$ cat src/rtl/ptf_pkg.sv
// Shared types and constants of the Petri net transition fire unit.
// Used by ptf_ctrl, ptf_dp and petri_transition_fire_unit; no dependencies.
package ptf_pkg;

    // Store geometry
    localparam int PLACE_COUNT = 64;
    localparam int PLACE_BITS  = $clog2(PLACE_COUNT);
    localparam int TOKEN_BITS  = 16;
    localparam int WEIGHT_BITS = 16;
    localparam int INDEX_BITS  = 6;
    localparam int READ_BITS   = 16;

    // Output-arc row: {bounded, capacity, weight}
    localparam int OUT_ROW_BITS = 1 + 2 * WEIGHT_BITS;

    // Item action codes
    typedef enum logic [2:0] {
        ACT_WRITE    = 3'd0,
        ACT_ARC_IN   = 3'd1,
        ACT_ARC_OUT  = 3'd2,
        ACT_ARC_INH  = 3'd3,
        ACT_DEL_INH  = 3'd4,
        ACT_TEST     = 3'd5,
        ACT_FIRE     = 3'd6,
        ACT_READ     = 3'd7
    } t_action;

    // Controller to datapath commands
    typedef struct packed {
        logic latch;     // capture the accepted item
        logic wr_exec;   // perform a store write action
        logic rd_place;  // read the marking at the addressed place
        logic cnt_clr;   // restart the place counter
        logic scan_rd;   // read place under counter for the enable check
        logic fire_rd;   // read place under counter for update and write back
        logic finish;    // load the result registers
    } t_dp_cmd;

    // Datapath to controller status
    typedef struct packed {
        t_action action;
        logic    cnt_last;
        logic    ok;
    } t_dp_sts;

endpackage

$ cat src/rtl/ptf_ctrl.sv
// Control state machine of the transition fire unit: sequences item actions.
// Depends on ptf_pkg; drives ptf_dp through t_dp_cmd.
module ptf_ctrl (
    input  logic             i_clk,
    input  logic             i_rst_n,
    input  logic             start,
    input  ptf_pkg::t_dp_sts i_sts,
    output ptf_pkg::t_dp_cmd o_cmd,
    output logic             o_busy
);

    typedef enum logic [9:0] {
        S_IDLE     = 10'b00_0000_0001,
        S_EXEC     = 10'b00_0000_0010,
        S_RD_ISSUE = 10'b00_0000_0100,
        S_RD_DONE  = 10'b00_0000_1000,
        S_SCAN     = 10'b00_0001_0000,
        S_SCAN_END = 10'b00_0010_0000,
        S_DECIDE   = 10'b00_0100_0000,
        S_FIRE     = 10'b00_1000_0000,
        S_FIRE_END = 10'b01_0000_0000,
        S_FIN      = 10'b10_0000_0000
    } t_state;

    t_state r_state;
    t_state n_state;

    // State register
    always_ff @(posedge i_clk) begin
        if (!i_rst_n) begin
            r_state <= S_IDLE;
        end else begin
            r_state <= n_state;
        end
    end

    // Next state and commands
    always_comb begin
        n_state = r_state;
        o_cmd   = '0;
        unique case (r_state)
            S_IDLE: begin
                if (start) begin
                    o_cmd.latch   = 1'b1;
                    o_cmd.cnt_clr = 1'b1;
                    n_state       = S_EXEC;
                end
            end
            S_EXEC: begin
                // latched action picks the path
                unique case (i_sts.action) inside
                    ptf_pkg::ACT_TEST,
                    ptf_pkg::ACT_FIRE: n_state = S_SCAN;
                    ptf_pkg::ACT_READ: n_state = S_RD_ISSUE;
                    default: begin
                        o_cmd.wr_exec = 1'b1;
                        o_cmd.finish  = 1'b1;
                        n_state       = S_IDLE;
                    end
                endcase
            end
            S_RD_ISSUE: begin
                o_cmd.rd_place = 1'b1;
                n_state        = S_RD_DONE;
            end
            S_RD_DONE: begin
                o_cmd.finish = 1'b1;
                n_state      = S_IDLE;
            end
            S_SCAN: begin
                o_cmd.scan_rd = 1'b1;
                if (i_sts.cnt_last) begin
                    n_state = S_SCAN_END;
                end
            end
            S_SCAN_END: begin
                n_state = S_DECIDE;
            end
            S_DECIDE: begin
                if ((i_sts.action == ptf_pkg::ACT_FIRE) && i_sts.ok) begin
                    o_cmd.cnt_clr = 1'b1;
                    n_state       = S_FIRE;
                end else begin
                    o_cmd.finish = 1'b1;
                    n_state      = S_IDLE;
                end
            end
            S_FIRE: begin
                o_cmd.fire_rd = 1'b1;
                if (i_sts.cnt_last) begin
                    n_state = S_FIRE_END;
                end
            end
            S_FIRE_END: begin
                n_state = S_FIN;
            end
            S_FIN: begin
                o_cmd.finish = 1'b1;
                n_state      = S_IDLE;
            end
            default: begin
                n_state = S_IDLE;
            end
        endcase
    end

    assign o_busy = (r_state != S_IDLE);

endmodule

$ cat config.mk
export PLATFORM = sky130hd
export DESIGN_NAME = ptf_ctrl
export DESIGN_NICKNAME = d
export VERILOG_FILES = /design/src/rtl/ptf_pkg.sv /design/src/rtl/ptf_ctrl.sv
export SDC_FILE = /design/constraint.sdc
export NUM_CORES = 1
export LEC_CHECK = 0
export BUFFER_PORTS_ARGS = -buffer_cell sky130_fd_sc_hd__buf_4
export CORE_AREA = 2 2 40 42
export DETAILED_ROUTE_END_ITERATION = 16
export DIE_AREA = 0 0 42 44
export PLACE_DENSITY_LB_ADDON = 0.08
export SETUP_SLACK_MARGIN = 0.1
export SLEW_MARGIN = 20
export SYNTH_ARGS = -nofsm -noshare
export SYNTH_HDL_FRONTEND = slang
export SYNTH_SLANG_ARGS = --single-unit
$ cat constraint.sdc
create_clock -name i_clk -period 2.4 [get_ports i_clk]
set_input_delay 0.24 -clock i_clk [delete_from_list [all_inputs] [get_ports i_clk]]
set_output_delay 0.24 -clock i_clk [all_outputs]
set_load 0.01 [all_outputs]
==> results_dict.tcl <==
set metrics [dict create \
    clock_skew_ns 0.00299 \
    drt-total-wl_mm 1.64 \
    fin_crit_ns 2.03 \
    fin_util_pct 59.0 \
    finalPower_uw 417 \
    grt-ovfl-total 0 \
    synth_area_leaders "dfxtp_1 (28%), nor2_1 (6.3%), xor2_1 (6.1%)" \
    post-route-period-util_pct 84.4 \
    antenna_found_initial 0 \
    die_y_um 44 \
    cts_tree "built" \
    clkSlewWorstSetupHoldPaths_ns 0.07 \
    cts.htree.levels 1 \
    dieArea_um2 1850 \
    cap_violations 0 \
    start_util_pct 50.7 \
    ir_worst_vdd_mv 0.251 \
    yosysTopAreaCell "dfxtp_1" \
    first_global_vias 646 \
    synthMostInstantiatedCell "nor2_1" \
    synthesis.nets 99 \
    synthToLayoutAreaGrowth_pct 16.3 \
    io_buffer_count 15 \
    ys_dominant_reg_cell "dfxtp_1" \
    endpoint_kind "output port" \
    grt_usage_pct 21.9 \
    fp-row-count 14 \
    drive_above_1_share_pct 26.9 \
    ys_types 34 \
    avgSynthCellArea_um2 7.91 \
    cts_resized 0 \
    slew_headroom_pct 69.0 \
    synth_edf_count 0 \
    ys_top_cells_by_count "nor2_1 (12), dfxtp_1 (10), nand2_1 (9)" \
    p_per_area_nw_per_um2 499 \
    dieWidth_um 42 \
    place_congestion 0.857 \
    whs_ns 0.223 \
    grt_max_degree 12 \
    hpwl_mm 1.28 \
    grt_pass1_wl_mm 2.97 \
    vias_per_cell 5.83 \
    hold_path_class "input port to flip-flop" \
    ant_nets 0 \
    power.leakage_uw 0.000374 \
    yosys_warnings 0 \
    final-setup-viol-count 0 \
    cts_root_buffer "clkbuf_4" \
    final_hold_viol_count 0 \
    crit_required_ns 2.16 \
    fmax_mhz 493 \
    core_um2 1420 \
    largestRegisters "r_state x10" \
    largest_register "r_state" \
    fin_nets 113 \
    drtPass1Iterations 4 \
    finalSetupTns_ns 0 \
    synth_top_cell_area_share_pct 27.8 \
    max-clock-path-buffers 2 \
    largest_reg_flops 10 \
    seq_area_frac_synth_pct 27.8 \
    ys_async_sr_fraction_pct 0 \
    clock_latency_ns 0.27 \
    synth_cells 91 \
    status "complete, no violations" \
    startpoint_type "flip-flop" \
    hold_buffers 0 \
    maxSlewViolCount 0 \
    synth_area_um2 719 \
    n_antenna_cell 0 \
    numCtsBuffers 3 \
    synth_seq_cells 10 \
    clock_sinks 10 \
    worstMarginPinSlew_ns 0.462 \
    postCtsSetupRepairBufs 0 \
    pin_count 16 \
    drc 0 \
    path_class "flip-flop to output port" \
    drt_iter0_markers 19 \
    rsz0062_at_grt "no" \
    crit_path_max_fanout 9 \
    vias 699 \
    wl_per_cell_um 13.7 \
    cp.arrival_ns 1.79 \
    num-fill-cells 138 \
]
==> power breakdown <==
group	total [µW]	leakage (µW)	switching, µW	internal [µW]
combinational	81.3	0.000272	42.8	38.6
sequential	179	0.0000810	9.15	170
clock	157	0.0000210	65.2	92.2
total	417	0.000374	117	300
==> stage by stage <==
step / setup WS, ns / area (µm²) / cells
2_1_floorplan: 0.792 / 719 / 91
3_3_place_gp: 0.649 / 801 / 116
3_5_place_dp: 0.673 / 801 / 116
4_1_cts: 0.371 / 837 / 120
5_1_grt: 0.172 / 837 / 120
6_report: 0.374 / 837 / 120
==> kinds of logic after synthesis <==
kind of cell | count (synthesis) | share of synthesized area (%)
buffers and inverters | 10 | 9.22
and+or+nand+nor | 48 | 38.8
DFF | 10 | 27.8
muxes | 1 | 1.57
AOI/OAI and AO/OA | 17 | 16.5
xor gates and xnor gates | 5 | 6.09
==> per-layer routing <==
layer  vias up  part of all wire, %  track usage (%)
met5         -                    0                0
met4         0                  1.4             9.68
met3         4                  8.2             5.83
met2        32                   44             34.7
met1       310                   46             28.1
li1        353                    -                -
==> cells in the final DEF, fill, tap and decap left out, drive strengths merged <==
cell	count
clkbuf	4
dfxtp	10
nand4	6
o21a	3
nand2b	1
mux2	1
nand3	1
nor2b	1
o221ai	1
a32oi	1
or4b	1
xor2	5
buf	15
and4	2
inv	4
nor4	2
o22ai	1
nor3	8
a41oi	1
a21oi	3
o211ai	2
nor2	13
or2	1
o21ai	4
and2	3
o211a	1
nand2	9
==> final cells by class <==
class | count | area (µm²) | area share (%)
multi-input combinational | 71 | 453 | 54.1
timing repair buffer | 15 | 113 | 13.5
clock buffer | 4 | 36.3 | 4.33
inverter | 4 | 15.0 | 1.79
sequential | 10 | 200 | 23.9
tap | 16 | 20.0 | 2.39
==> worst max-delay path, stage by stage, from the launching register on <==
cell and delay (ns):
dfxtp_1 0.40, nor3_1 0.43, and2_1 0.21, a41oi_1 0.13, o21ai_0 0.20, buf_4 0.14
==> worst paths after layout <==
path              startpoint          to  slack, ns  depth (start not counted)
hold / removal      i_sts[2]  r_state[2]       0.22                          3
setup reg to reg  r_state[7]  r_state[6]       0.77                          4
hold reg to reg   r_state[4]  r_state[5]       0.63                          2
setup / recovery  r_state[0]    o_cmd[0]       0.37                          5
Power figures use the tool's default switching activity.
